### src/rtl/cpst_pkg.sv
// Shared constants, codes and control structs for the convex polygon store.
`timescale 1ns / 1ps
`default_nettype none

package cpst_pkg;

  localparam int MAX_VERTICES = 16;
  localparam int MIN_VERTICES = 3;
  localparam int COORD_BITS   = 24;

  localparam int OP_W  = 3;
  localparam int IDX_W = $clog2(MAX_VERTICES);
  localparam int CNT_W = $clog2(MAX_VERTICES + 1);
  localparam int JW    = $clog2(MAX_VERTICES + 2);

  typedef enum logic [OP_W-1:0] {
    OP_CLEAR   = 3'd0,
    OP_APPEND  = 3'd1,
    OP_REPLACE = 3'd2,
    OP_READ    = 3'd3,
    OP_TEST    = 3'd4
  } op_t;

  typedef enum logic [2:0] {
    S_IDLE,
    S_DECIDE,
    S_READ,
    S_WALK,
    S_DRAIN,
    S_FINAL
  } state_t;

  typedef enum logic [1:0] {
    CNT_HOLD,
    CNT_CLEAR,
    CNT_INC
  } cnt_op_t;

  typedef struct packed {
    logic             load;
    logic             rd_en;
    logic [IDX_W-1:0] rd_addr;
    logic             turn_en;
    logic             walk_clr;
    logic             commit;
    cnt_op_t          cnt_op;
    logic             out_load;
    logic             out_status;
    logic             out_inside;
    logic             out_vertex;
  } cmd_t;

  typedef struct packed {
    logic [OP_W-1:0]  op;
    logic [IDX_W-1:0] idx;
    logic [CNT_W-1:0] count;
    logic             idx_lt_count;
    logic             walk_ok;
    logic             pipe_busy;
    logic             out_busy;
  } sts_t;

endpackage

`default_nettype wire

### src/rtl/cpst_ctrl.sv
// Controller: sequences decode, vertex walks, reads and result hand-off.
`timescale 1ns / 1ps
`default_nettype none

module cpst_ctrl (
  input  wire logic          clk,
  input  wire logic          rst_n,
  input  wire logic          in_valid,
  output logic               in_ready,
  input  wire cpst_pkg::sts_t sts,
  output cpst_pkg::cmd_t     cmd
);
  import cpst_pkg::*;

  state_t           state_r, state_nxt;
  logic [JW-1:0]    j_r, j_nxt;
  logic [CNT_W-1:0] n_r, n_nxt;
  logic             pt_mode;
  logic [JW-1:0]    j_last;

  assign pt_mode = (sts.op == OP_TEST);
  assign j_last  = pt_mode ? JW'(n_r) : JW'(n_r) + JW'(1);

  always_ff @(posedge clk) begin
    if (!rst_n) begin
      state_r <= S_IDLE;
      j_r     <= '0;
      n_r     <= '0;
    end else begin
      state_r <= state_nxt;
      j_r     <= j_nxt;
      n_r     <= n_nxt;
    end
  end

  always_comb begin
    state_nxt = state_r;
    j_nxt     = j_r;
    n_nxt     = n_r;
    in_ready  = 1'b0;
    cmd       = '0;
    cmd.cnt_op = CNT_HOLD;

    case (state_r)
      S_IDLE: begin
        in_ready = 1'b1;
        if (in_valid) begin
          cmd.load  = 1'b1;
          state_nxt = S_DECIDE;
        end
      end

      S_DECIDE: begin
        case (sts.op)
          OP_CLEAR: begin
            if (!sts.out_busy) begin
              cmd.out_load = 1'b1;
              cmd.cnt_op   = CNT_CLEAR;
              state_nxt    = S_IDLE;
            end
          end
          OP_APPEND: begin
            if (sts.count == CNT_W'(MAX_VERTICES)) begin
              if (!sts.out_busy) begin
                cmd.out_load   = 1'b1;
                cmd.out_status = 1'b1;
                state_nxt      = S_IDLE;
              end
            end else if (sts.count < CNT_W'(MIN_VERTICES)) begin
              if (!sts.out_busy) begin
                cmd.out_load = 1'b1;
                cmd.commit   = 1'b1;
                cmd.cnt_op   = CNT_INC;
                state_nxt    = S_IDLE;
              end
            end else begin
              n_nxt        = sts.count + CNT_W'(1);
              j_nxt        = '0;
              cmd.walk_clr = 1'b1;
              state_nxt    = S_WALK;
            end
          end
          OP_REPLACE: begin
            if (!sts.idx_lt_count || sts.count < CNT_W'(MIN_VERTICES)) begin
              if (!sts.out_busy) begin
                cmd.out_load   = 1'b1;
                cmd.out_status = 1'b1;
                state_nxt      = S_IDLE;
              end
            end else if (sts.count == CNT_W'(MIN_VERTICES)) begin
              if (!sts.out_busy) begin
                cmd.out_load = 1'b1;
                cmd.commit   = 1'b1;
                state_nxt    = S_IDLE;
              end
            end else begin
              n_nxt        = sts.count;
              j_nxt        = '0;
              cmd.walk_clr = 1'b1;
              state_nxt    = S_WALK;
            end
          end
          OP_READ: begin
            if (!sts.idx_lt_count) begin
              if (!sts.out_busy) begin
                cmd.out_load   = 1'b1;
                cmd.out_status = 1'b1;
                state_nxt      = S_IDLE;
              end
            end else begin
              cmd.rd_en   = 1'b1;
              cmd.rd_addr = sts.idx;
              state_nxt   = S_READ;
            end
          end
          OP_TEST: begin
            if (sts.count < CNT_W'(MIN_VERTICES)) begin
              if (!sts.out_busy) begin
                cmd.out_load   = 1'b1;
                cmd.out_status = 1'b1;
                state_nxt      = S_IDLE;
              end
            end else begin
              n_nxt        = sts.count;
              j_nxt        = '0;
              cmd.walk_clr = 1'b1;
              state_nxt    = S_WALK;
            end
          end
          default: begin
            if (!sts.out_busy) begin
              cmd.out_load   = 1'b1;
              cmd.out_status = 1'b1;
              state_nxt      = S_IDLE;
            end
          end
        endcase
      end

      S_READ: begin
        if (!sts.out_busy) begin
          cmd.out_load   = 1'b1;
          cmd.out_vertex = 1'b1;
          state_nxt      = S_IDLE;
        end
      end

      S_WALK: begin
        cmd.rd_en = 1'b1;
        if (pt_mode) begin
          cmd.turn_en = (j_r != '0);
          cmd.rd_addr = (j_r == j_last) ? '0 : IDX_W'(j_r);
        end else begin
          cmd.turn_en = (j_r >= JW'(2));
          if (j_r == '0)
            cmd.rd_addr = IDX_W'(n_r - CNT_W'(1));
          else if (j_r == j_last)
            cmd.rd_addr = '0;
          else
            cmd.rd_addr = IDX_W'(j_r - JW'(1));
        end
        j_nxt = j_r + JW'(1);
        if (j_r == j_last)
          state_nxt = S_DRAIN;
      end

      S_DRAIN: begin
        if (!sts.pipe_busy)
          state_nxt = S_FINAL;
      end

      S_FINAL: begin
        if (!sts.out_busy) begin
          cmd.out_load = 1'b1;
          state_nxt    = S_IDLE;
          case (sts.op)
            OP_TEST: begin
              cmd.out_inside = 1'b1;
            end
            OP_APPEND: begin
              cmd.out_status = !sts.walk_ok;
              cmd.commit     = sts.walk_ok;
              cmd.cnt_op     = sts.walk_ok ? CNT_INC : CNT_HOLD;
            end
            OP_REPLACE: begin
              cmd.out_status = !sts.walk_ok;
              cmd.commit     = sts.walk_ok;
            end
            default: begin
              cmd.out_status = 1'b1;
            end
          endcase
        end
      end

      default: begin
        state_nxt = S_IDLE;
      end
    endcase
  end

endmodule

`default_nettype wire

### config.mk
export PLATFORM = sky130hd
export DESIGN_NAME = cpst_ctrl
export DESIGN_NICKNAME = d
export VERILOG_FILES = /design/src/rtl/cpst_pkg.sv /design/src/rtl/cpst_ctrl.sv
export SDC_FILE = /design/constraint.sdc
export NUM_CORES = 1
export LEC_CHECK = 0
export BUFFER_PORTS_ARGS = -buffer_cell sky130_fd_sc_hd__buf_2
export CORE_MARGIN = 1.5
export CORE_UTILIZATION = 57
export CTS_BUF_LIST = sky130_fd_sc_hd__clkbuf_2 sky130_fd_sc_hd__clkbuf_4 sky130_fd_sc_hd__clkbuf_8
export DETAILED_ROUTE_END_ITERATION = 8
export GPL_TIMING_DRIVEN = 0
export PLACE_DENSITY = 0.83
export REMOVE_ABC_BUFFERS = 1
export SYNTH_ARGS = -nofsm -noshare
export SYNTH_HDL_FRONTEND = slang
export SYNTH_SLANG_ARGS = --single-unit
### constraint.sdc
create_clock -name clk -period 2.9 [get_ports clk]
set_clock_uncertainty 0.1 [all_clocks]
set_input_delay 0.145 -clock clk [delete_from_list [all_inputs] [get_ports clk]]
set_output_delay 0.145 -clock clk [all_outputs]
set_load 0.03 [all_outputs]
==> impl_metrics.tcl <==
set metrics [dict create \
    fmax_mhz 362 \
    gpl.final_weighted_congestion 0.864 \
    hold_viol 0 \
    synth.avg_cell_area_um2 7.22 \
    clock_sinks 13 \
    worst_hold_path_type "input port to register" \
    drt-pass1-iter-count 4 \
    critPathCaptureType "output pin" \
    antenna_found_initial 0 \
    grt_pass1_wl_mm 6.47 \
    worstHoldPathCells 2 \
    overflow 0 \
    peakVddDrop_mv 0.320 \
    cts_tree "done" \
    crit_fanout 18 \
    slew_headroom_pct 23.5 \
    die_h_um 56.7 \
    ys_warn_count 0 \
    crit_type "input port to output pin" \
    fp.dieW_um 56.7 \
    num_vias 1717 \
    clk_latency_ns 0.27 \
    track_usage_pct 24.8 \
    row_count 19 \
    viasPerCell 6.11 \
    drtIter0Drc 76 \
    nFillCells 280 \
    dpl.hpwl_mm 2.93 \
    fin_crit_sh_pct 95.2 \
    rsz0062_at_grt "no" \
    place_area_um2 1770 \
    design_area_um2 1830 \
    n_antenna_cell 0 \
    ant_nets 0 \
    setup_tns_ns 0 \
    core_um2 2760 \
    drv_cap 0 \
    fin_ws_ns 0.139 \
    tightest_slew_ns 1.14 \
    drive_gt1_share_pct 20.8 \
    multi_input_area_um2 1270 \
    min_period_ns 2.76 \
    htree_levels 1 \
    run_status "complete, no violations" \
    hold_slack_ns 0.0916 \
    power_density_nw_per_um2 295 \
    arrival_ns 2.52 \
    synth-seq-cells 13 \
    setup_viol 0 \
    postSynthCellCount 228 \
    grt_max_degree 20 \
    wire_per_inst_um 13.6 \
    start_kind "input port" \
    ctsHoldBuffers 0 \
    ys_seq_area_share_pct 15.8 \
    syn_to_final_growth_pct 11.0 \
    nets 278 \
    drt-total-wl_mm 3.81 \
    synth.distinct_cells 55 \
    cts_inserted_buffers 3 \
    syn_area_um2 1650 \
    io_buffers 34 \
    grt_pass1_vias 1454 \
    synth-edff-count 0 \
    worstPathRequired_ns 2.65 \
    ios 35 \
    post-place-ws_ns 0.174 \
    regArea_um2 264 \
    synth-async-reset-ratio_pct 0 \
    path_clk_slew_ns 0.08 \
    initial_core_util_pct 59.7 \
    root_buffer "clkbuf_4" \
    reg2regPathDepth 7 \
    clock_path_buffers 2 \
    drc 0 \
    p_leak_nw 0.815 \
    slew_viol_final 0 \
    synth_top_flop_cell "dfxtp_1" \
    die-area_um2 3220 \
]
[flip-flops by register name (all words and copies together), names as in the netlist]
signal / count
state_r: 3
n_r: 5
j_r: 5
[path summary, 6_finish.rpt]
| path | startpoint | endpoint | slack (ns) |
|---|---|---|---|
| setup / recovery | sts[15] | cmd[11] | 0.14 |
| setup reg to reg | n_r[2]$_SDFFE_PN0P_ | state_r[1]$_SDFFE_PN0P_ | 0.64 |
| hold / removal | rst_n | n_r[2]$_SDFFE_PN0P_ | 0.09 |
| hold reg to reg | n_r[4]$_SDFFE_PN0P_ | n_r[4]$_SDFFE_PN0P_ | 0.42 |
[cell type report]
class,instances,share of cell area (%)
inverters,11,2.26
clock buffers,4,1.64
flip-flops and latches,13,14.5
repair buffers,36,10.1
multi-input cells,186,69.4
well taps,31,2.12
[report_power, final]
group	switching [mW]	total, mW	leakage (nW)	internal (mW)
Sequential	0.0162	0.203	0.107	0.186
Combinational	0.125	0.215	0.689	0.0897
Clock	0.0586	0.121	0.0184	0.0627
[critical path: stages]
cell and delay (ns):
buf_2 0.24, nor3b_2 0.79, a2111oi_0 0.14, nor2_1 0.24, a221oi_2 0.13, buf_4 0.15, o311a_1 0.33, a21oi_1 0.13
buf_2 0.22
[synth_stat cells (4+ instances only)]
| cell type | instances | share of area [%] |
|---|---|---|
| a21oi_1 | 16 | 4.9 |
| and3_1 | 4 | 1.5 |
| buf_2 | 4 | 1.2 |
| clkbuf_1 | 11 | 2.5 |
| dfxtp_1 | 13 | 16 |
| ha_1 | 8 | 6.1 |
| inv_1 | 11 | 2.5 |
| mux2i_1 | 5 | 3.0 |
| nand2_1 | 22 | 5.0 |
| nand2b_1 | 7 | 2.7 |
| nand3_1 | 6 | 1.8 |
| nand4_1 | 4 | 1.5 |
| nor2_1 | 17 | 3.9 |
| nor2b_1 | 5 | 1.9 |
| nor3_1 | 10 | 3.0 |
| o211a_1 | 5 | 3.0 |
| o211ai_1 | 4 | 1.8 |
| o21ai_0 | 10 | 3.0 |
| xnor2_1 | 9 | 4.8 |
| xor2_1 | 8 | 4.3 |
[placed cells by master (no fill, tap or decap), drive strengths merged, types with 2 or more instances in the layout]
master   count
nor2        17
nor3b        2
nand2b       7
o311a        2
inv         11
xnor2        9
o211ai       4
a21oi       16
nand3        6
o21ai       12
a21boi       2
and2         2
a21o         2
o2111ai      2
xor2         8
clkbuf       4
a221oi       3
a2111oi      2
nor4bb       2
o211a        5
buf         36
dfxtp       13
o31ai        2
nand4        4
or4bb        2
or4          2
nor2b        5
nand3b       2
nand2       22
and3         4
mux2i        5
or3b         2
ha           8
o21a         3
nor3        10
[layer usage]
metal | wire length (µm) | GRT usage, % | up-vias
met5 | 0 | 0 | -
met4 | 24 | 2.72 | 0
met3 | 229 | 5.76 | 2
met2 | 1720 | 40.7 | 53
met1 | 1840 | 33.9 | 789
li1 | - | - | 873
[logic make-up after synthesis]
group,synth area share [%]
compound gates,27.3
xor+xnor,9.05
fa+ha+maj,6.08
buf+inv,7.45
flops,15.8
mux,3.04
simple gates,31.3
[metrics by stage]
| step | instances | utilization, % | total power, mW |
|---|---|---|---|
| after detailed placement | 275 | 64.3 | 0.412 |
| after global placement | 275 | 64.3 | 0.408 |
| after floorplan | 210 | - | 0.347 |
| final | 281 | 66.2 | 0.539 |
| after CTS | 279 | 65.4 | 0.535 |
| after global routing | 281 | 66.2 | 0.576 |
[what timing repair did]
action                                  in CTS  in global routing
endpoints found under the setup margin       0                  5
gates resized for setup                      0                  4
buffers inserted                             0                  2
(Power assumes the default switching activity.)
