--- config.mk ---
export PLATFORM = sky130hd
export DESIGN_NAME = cpst_dp
export DESIGN_NICKNAME = d
export VERILOG_FILES = /design/src/rtl/cpst_pkg.sv /design/src/rtl/cpst_dp.sv
export SDC_FILE = /design/constraint.sdc
export NUM_CORES = 2
export LEC_CHECK = 0
export BUFFER_PORTS_ARGS = -buffer_cell sky130_fd_sc_hd__buf_2
export CORE_ASPECT_RATIO = 1.4
export CORE_MARGIN = 2
export CORE_UTILIZATION = 55
export CTS_CLUSTER_DIAMETER = 100
export DETAILED_ROUTE_END_ITERATION = 12
export MAX_ROUTING_LAYER = met4
export PLACE_DENSITY = 0.69
export SYNTH_ARGS = -nofsm -noshare
export SYNTH_HDL_FRONTEND = slang
export SYNTH_SLANG_ARGS = --single-unit
--- constraint.sdc ---
create_clock -name clk -period 12.3 [get_ports clk]
set_input_delay 2.46 -clock clk [delete_from_list [all_inputs] [get_ports clk]]
set_output_delay 2.46 -clock clk [all_outputs]
set_load 0.02 [all_outputs]
--- src/rtl/cpst_pkg.sv ---
// Shared constants, codes and control structs for the convex polygon store.
`timescale 1ns / 1ps
`default_nettype none

package cpst_pkg;

  localparam int MAX_VERTICES = 16;
  localparam int MIN_VERTICES = 3;
  localparam int COORD_BITS   = 24;

  localparam int OP_W  = 3;
  localparam int IDX_W = $clog2(MAX_VERTICES);
  localparam int CNT_W = $clog2(MAX_VERTICES + 1);
  localparam int JW    = $clog2(MAX_VERTICES + 2);

  typedef enum logic [OP_W-1:0] {
    OP_CLEAR   = 3'd0,
    OP_APPEND  = 3'd1,
    OP_REPLACE = 3'd2,
    OP_READ    = 3'd3,
    OP_TEST    = 3'd4
  } op_t;

  typedef enum logic [2:0] {
    S_IDLE,
    S_DECIDE,
    S_READ,
    S_WALK,
    S_DRAIN,
    S_FINAL
  } state_t;

  typedef enum logic [1:0] {
    CNT_HOLD,
    CNT_CLEAR,
    CNT_INC
  } cnt_op_t;

  typedef struct packed {
    logic             load;
    logic             rd_en;
    logic [IDX_W-1:0] rd_addr;
    logic             turn_en;
    logic             walk_clr;
    logic             commit;
    cnt_op_t          cnt_op;
    logic             out_load;
    logic             out_status;
    logic             out_inside;
    logic             out_vertex;
  } cmd_t;

  typedef struct packed {
    logic [OP_W-1:0]  op;
    logic [IDX_W-1:0] idx;
    logic [CNT_W-1:0] count;
    logic             idx_lt_count;
    logic             walk_ok;
    logic             pipe_busy;
    logic             out_busy;
  } sts_t;

endpackage

`default_nettype wire

--- src/rtl/cpst_dp.sv ---
// Datapath: vertex memory, count, cross-product pipeline and result register.
`timescale 1ns / 1ps
`default_nettype none

module cpst_dp (
  input  wire logic                                 clk,
  input  wire logic                                 rst_n,
  input  wire cpst_pkg::cmd_t                       cmd,
  output cpst_pkg::sts_t                            sts,
  input  wire logic [cpst_pkg::OP_W-1:0]            in_op,
  input  wire logic [cpst_pkg::IDX_W-1:0]           in_index,
  input  wire logic signed [cpst_pkg::COORD_BITS-1:0] in_point_x,
  input  wire logic signed [cpst_pkg::COORD_BITS-1:0] in_point_y,
  output logic                                      out_valid,
  input  wire logic                                 out_ready,
  output logic                                      out_status,
  output logic                                      out_inside_res,
  output logic signed [cpst_pkg::COORD_BITS-1:0]    out_vertex_x,
  output logic signed [cpst_pkg::COORD_BITS-1:0]    out_vertex_y,
  output logic [cpst_pkg::CNT_W-1:0]                out_vertex_count
);
  import cpst_pkg::*;

  localparam int CW = COORD_BITS;
  localparam int DW = COORD_BITS + 1;
  localparam int PW = 2 * DW;

  logic [OP_W-1:0]  op_r;
  logic [IDX_W-1:0] idx_r;
  logic signed [CW-1:0] px_r, py_r;
  logic [CNT_W-1:0] count_r, count_nxt;

  logic signed [CW-1:0] mem_x [MAX_VERTICES];
  logic signed [CW-1:0] mem_y [MAX_VERTICES];
  logic signed [CW-1:0] rd_x_r, rd_y_r;
  logic [IDX_W-1:0] rd_addr_q;
  logic rd_valid_q, turn_q;

  logic cand_act;
  logic [IDX_W-1:0] cand_idx;
  logic signed [CW-1:0] dx, dy;

  logic signed [CW-1:0] wa_x_r, wa_y_r, wb_x_r, wb_y_r;
  logic signed [DW-1:0] x1, y1, x2, y2;
  logic signed [DW-1:0] x1_r, y1_r, x2_r, y2_r;
  logic dv_r;
  logic signed [PW-1:0] p_r, q_r;
  logic pv_r;
  logic turn_s;
  logic first_r, sign_r, mismatch_r;

  logic out_valid_r, out_status_r, out_inside_r;
  logic signed [CW-1:0] out_x_r, out_y_r;
  logic [CNT_W-1:0] out_count_r;

  assign cand_act = (op_r == OP_APPEND) || (op_r == OP_REPLACE);
  assign cand_idx = (op_r == OP_APPEND) ? IDX_W'(count_r) : idx_r;

  always_ff @(posedge clk) begin
    if (cmd.load) begin
      op_r  <= in_op;
      idx_r <= in_index;
      px_r  <= in_point_x;
      py_r  <= in_point_y;
    end
  end

  always_comb begin
    case (cmd.cnt_op)
      CNT_CLEAR: count_nxt = '0;
      CNT_INC:   count_nxt = count_r + CNT_W'(1);
      default:   count_nxt = count_r;
    endcase
  end

  always_ff @(posedge clk) begin
    if (!rst_n)
      count_r <= '0;
    else
      count_r <= count_nxt;
  end

  // vertex memory: one write port, one registered read port
  always_ff @(posedge clk) begin
    if (cmd.commit) begin
      mem_x[cand_idx] <= px_r;
      mem_y[cand_idx] <= py_r;
    end
    if (cmd.rd_en) begin
      rd_x_r    <= mem_x[cmd.rd_addr];
      rd_y_r    <= mem_y[cmd.rd_addr];
      rd_addr_q <= cmd.rd_addr;
    end
  end

  // the pending corner stands in for the stored one during a check
  assign dx = (cand_act && rd_addr_q == cand_idx) ? px_r : rd_x_r;
  assign dy = (cand_act && rd_addr_q == cand_idx) ? py_r : rd_y_r;

  always_comb begin
    if (op_r == OP_TEST) begin
      x1 = {px_r[CW-1], px_r} - {wb_x_r[CW-1], wb_x_r};
      y1 = {py_r[CW-1], py_r} - {wb_y_r[CW-1], wb_y_r};
      x2 = {dx[CW-1], dx} - {px_r[CW-1], px_r};
      y2 = {dy[CW-1], dy} - {py_r[CW-1], py_r};
    end else begin
      x1 = {wb_x_r[CW-1], wb_x_r} - {wa_x_r[CW-1], wa_x_r};
      y1 = {wb_y_r[CW-1], wb_y_r} - {wa_y_r[CW-1], wa_y_r};
      x2 = {dx[CW-1], dx} - {wb_x_r[CW-1], wb_x_r};
      y2 = {dy[CW-1], dy} - {wb_y_r[CW-1], wb_y_r};
    end
  end

  assign turn_s = (p_r >= q_r);

  always_ff @(posedge clk) begin
    if (!rst_n) begin
      rd_valid_q <= 1'b0;
      turn_q     <= 1'b0;
      dv_r       <= 1'b0;
      pv_r       <= 1'b0;
      first_r    <= 1'b1;
      sign_r     <= 1'b0;
      mismatch_r <= 1'b0;
    end else begin
      rd_valid_q <= cmd.rd_en;
      turn_q     <= cmd.rd_en && cmd.turn_en;
      dv_r       <= turn_q;
      pv_r       <= dv_r;
      if (cmd.walk_clr) begin
        first_r    <= 1'b1;
        mismatch_r <= 1'b0;
      end else if (pv_r) begin
        first_r <= 1'b0;
        if (first_r)
          sign_r <= turn_s;
        else if (turn_s != sign_r)
          mismatch_r <= 1'b1;
      end
    end
  end

  always_ff @(posedge clk) begin
    if (rd_valid_q) begin
      wa_x_r <= wb_x_r;
      wa_y_r <= wb_y_r;
      wb_x_r <= dx;
      wb_y_r <= dy;
    end
    if (turn_q) begin
      x1_r <= x1;
      y1_r <= y1;
      x2_r <= x2;
      y2_r <= y2;
    end
    if (dv_r) begin
      p_r <= x1_r * y2_r;
      q_r <= x2_r * y1_r;
    end
  end

  always_ff @(posedge clk) begin
    if (!rst_n) begin
      out_valid_r <= 1'b0;
    end else if (cmd.out_load) begin
      out_valid_r <= 1'b1;
    end else if (out_ready) begin
      out_valid_r <= 1'b0;
    end
  end

  always_ff @(posedge clk) begin
    if (cmd.out_load) begin
      out_status_r <= cmd.out_status;
      out_inside_r <= cmd.out_inside && !mismatch_r;
      out_x_r      <= cmd.out_vertex ? rd_x_r : '0;
      out_y_r      <= cmd.out_vertex ? rd_y_r : '0;
      out_count_r  <= count_nxt;
    end
  end

  assign out_valid        = out_valid_r;
  assign out_status       = out_status_r;
  assign out_inside_res   = out_inside_r;
  assign out_vertex_x     = out_x_r;
  assign out_vertex_y     = out_y_r;
  assign out_vertex_count = out_count_r;

  assign sts.op           = op_r;
  assign sts.idx          = idx_r;
  assign sts.count        = count_r;
  assign sts.idx_lt_count = ({1'b0, idx_r} < count_r);
  assign sts.walk_ok      = !mismatch_r;
  assign sts.pipe_busy    = rd_valid_q || dv_r || pv_r;
  assign sts.out_busy     = out_valid_r && !out_ready;

  a_no_result_overwrite: assert property (@(posedge clk) disable iff (!rst_n)
    cmd.out_load |-> !(out_valid_r && !out_ready))
    else $error("result register overwritten while held");

  a_count_bound: assert property (@(posedge clk) disable iff (!rst_n)
    count_r <= CNT_W'(MAX_VERTICES))
    else $error("vertex count above capacity");

  a_commit_in_range: assert property (@(posedge clk) disable iff (!rst_n)
    cmd.commit |-> ({1'b0, cand_idx} <= count_r) && (count_r != CNT_W'(MAX_VERTICES)
                   || op_r == OP_REPLACE))
    else $error("corner written outside the polygon");

  a_result_after_drain: assert property (@(posedge clk) disable iff (!rst_n)
    (cmd.out_load && !cmd.out_vertex) |-> !sts.pipe_busy)
    else $error("result loaded while turns still in flight");

endmodule

`default_nettype wire

==> results.json <==
{
  "post_route_cells_drive_above_1_share_pct": 9.49,
  "wire_length_per_cell_after_detailed_routing_um": 24.1,
  "placeableCoreArea_um2": 178000,
  "grt_first_pass_wirelength_mm": 391,
  "yosys.cell_count.top_type": "inv_1",
  "top_signal_layer_used": "met4",
  "layout_setup_ws_ns": 3.83,
  "footprint_of_the_multi_input_gates_um2": 54800,
  "cts.reportedPaths.clkPinSlew_ns": 0.07,
  "syn_area_um2": 98500,
  "globalRouteTotalUtil_pct": 29.4,
  "synth_top_flop_cell": "edfxtp_1",
  "post_cts.resized_instances": 0,
  "stdcell_area_um2": 106000,
  "via_per_inst": 5.82,
  "synthesis.nets": 9886,
  "ant_nets": 0,
  "clock_tree.buffer_depth": 3,
  "critical_path.reg2reg.endpoint": "p_r[47]$_DFFE_PP_",
  "gp_congestion": 0.929,
  "synth-warning-count": 0,
  "sequential_cell_area_in_the_final_layout_um2": 37100,
  "synth_cells": 8010,
  "synth.area.top_cells": "edfxtp_1 (37%), fa_1 (27%), ha_1 (6.1%)",
  "cp_data_required_time_ns": 12.77,
  "start_util_pct": 55.4,
  "worstHoldPathCells": 0,
  "final.period_utilization_pct": 68.9,
  "worst_setup_path_startpoint": "x1_r[6]$_DFFE_PP_",
  "hold_path_end": "wa_y_r[19]$_DFFE_PP_",
  "nFillCells": 14200,
  "cp-end-kind": "flop",
  "crit-reg2reg-launch": "x1_r[6]$_DFFE_PP_",
  "global_route.overflow_total": 0,
  "totalWireLength_mm": 253,
  "synthArstFlopShare_pct": 0,
  "met1_length_mm": 86.8,
  "crit_fanout": 25,
  "place_hpwl_mm": 185,
  "chipWidth_um": 362,
  "tritoncts": "done",
  "regToRegSetupSlack_ns": 3.83,
  "slew_headroom_pct": -0.150,
  "full_die_area_um2": 183000,
  "ios": 145,
  "placement.cell_area_um2": 102000,
  "post_cts.repair.setup_buffers": 0,
  "drt_drc_violations_left": 0,
  "postSynthAreaPerCell_um2": 12.3,
  "clk_latency_ns": 0.75,
  "finalCriticalPeriod_ns": 8.47,
  "number_of_global_route_vias_before_repair": 66800,
  "cts_root_buf": "clkbuf_16",
  "area_growth_pct": 7.50,
  "via_count": 61100,
  "hold_path_class": "flop to flop",
  "yosysSeqAreaShare_pct": 37.6,
  "worstMarginPinSlew_ns": 1.50,
  "synth-seq-cells": 1239,
  "violations": "max-slew violations",
  "timing.hold.worst.start": "wb_y_r[19]$_DFFE_PP_",
  "final-setup-viol-count": 0,
  "critical_path_arrival_ns": 8.94,
  "detail_route.first_pass.iterations": 6,
  "htreeDepth": 3,
  "rows": 183,
  "grt_start_max_net_pins": 92,
  "grt_setup_unrepaired": "false",
  "synth_enable_flop_cells": 1226,
  "r2r.worst_path.cells": 23,
  "finalNetCount": 9956,
  "timing_hold_violations_final": 0,
  "dp_worst_setup_slack_ns": 3.99,
  "setup.worst_path.class": "flop to flop",
  "synth_top_area_cell": "edfxtp_1",
  "synth_top_area_share_pct": 37.4,
  "met2RoutedLength_mm": 137,
  "cts_hold_repair.buffers": 0,
  "synthTopCellsByCount": "inv_1 (1492), fa_1 (1322), edfxtp_1 (1226)",
  "clock-skew-final_ns": 0.0528,
  "die_height_um": 505,
  "cts-buffers-inserted": 112,
  "status": "finished with violations",
  "route.met3.wl_mm": 14.1,
  "max_cap_violations": 0,
  "max_freq_mhz": 118,
  "initial_antenna_violation_count": 12,
  "timing.critical_path.from_type": "flop",
  "numPortBuffers": 144,
  "netlist-cell-type-count": 93,
  "cts_num_sinks": 1239,
  "tns_ns": 0,
  "final-max-slew-violation-count": 16,
  "first_iter_violations": 4501
}
[placed cells by master (no fill, tap or decap), types with 112 or more instances in the layout]
cell and instances:
buf_2 138, fa_1 1322, buf_4 127, xnor2_1 138
ha_1 481, nor2_1 221, a21o_1 114, nand2_1 743
mux4_2 240, and2_1 658, a21oi_1 243, inv_1 1492
edfxtp_1 1226, clkbuf_16 112
[how the worst max path moves through the flow]
stage	depth (start not counted)	end
5_1_grt	22	p_r[47]$_DFFE_PP_
3_3_place_gp	23	p_r[47]$_DFFE_PP_
4_1_cts	23	p_r[47]$_DFFE_PP_
2_1_floorplan	24	p_r[48]$_DFFE_PP_
3_5_place_dp	23	p_r[47]$_DFFE_PP_
6_report	23	p_r[47]$_DFFE_PP_
[stage by stage]
stage / utilization (%) / hold slack [ns] / instances
2_1_floorplan: - / 0.449 / 8010
3_3_place_gp: 57.4 / 0.460 / 10300
3_5_place_dp: 57.4 / 0.476 / 10300
4_1_cts: 59.6 / 0.486 / 10500
5_1_grt: 59.6 / 0.498 / 10500
6_report: 59.6 / 0.485 / 10500
[state kept, by name, indices dropped and copies added, names as in the netlist, 5 cells and up]
register / cells
wb_y_r: 24
q_r: 50
count_r: 5
out_vertex_y: 24
rd_y_r: 24
x1_r: 25
py_r: 24
x2_r: 25
wb_x_r: 24
px_r: 24
out_vertex_x: 24
mem_x: 384
y2_r: 25
p_r: 50
mem_y: 384
wa_x_r: 24
wa_y_r: 24
out_vertex_count: 5
y1_r: 25
rd_x_r: 24
[metal layers]
metal / up-vias / track usage (%)
met2: 2194 / 52.6
li1: 26300 / -
met1: 32000 / 32.6
met4: 0 / 15.3
met3: 685 / 2.80
met5: - / -
[cell families (layout without fill, tap and decap cells)]
logic type      Yosys count  after routing  synth area share (%)
compound gates          718            718                  4.68
xor+xnor                228            228                  2.03
fa+ha+maj              1803           1803                  33.0
buf+inv                1805           1971                  6.88
flops                  1239           1239                  37.6
mux                     306            306                  6.22
other cells               0              9                     0
simple gates           1911           1911                  9.59
[layout make-up]
cell class / instances / share of cell area, %
clock inverter: 85 / 0.904
inverter: 1494 / 5.30
multi-input combinational: 4966 / 51.7
antenna: 9 / 0.0213
timing repair buffer: 267 / 1.58
clock buffer: 125 / 2.70
tap: 2312 / 2.73
sequential: 1239 / 35.0
[critical path, stage by stage (launching register included)]
cell       delay, ns
edfxtp_1        1.32
nand2_1         0.19
fa_1            0.55
inv_1           0.05
fa_1            0.50
inv_1           0.06
fa_1            0.53
inv_1           0.05
fa_1            0.54
fa_1            0.48
fa_1            0.54
inv_1           0.06
fa_1            0.47
inv_1           0.04
ha_1            0.34
nor2b_1         0.16
o21ai_0         0.15
nand2b_1        0.14
a2111oi_0       0.81
o31a_1          0.28
o21ai_1         0.15
a41oi_1         0.41
nor4b_1         0.09
a211o_1         0.24
Power is left out: the tool's default activity adds up to more than one toggle a clock period on the data nets, which glitch-free logic cannot reach.
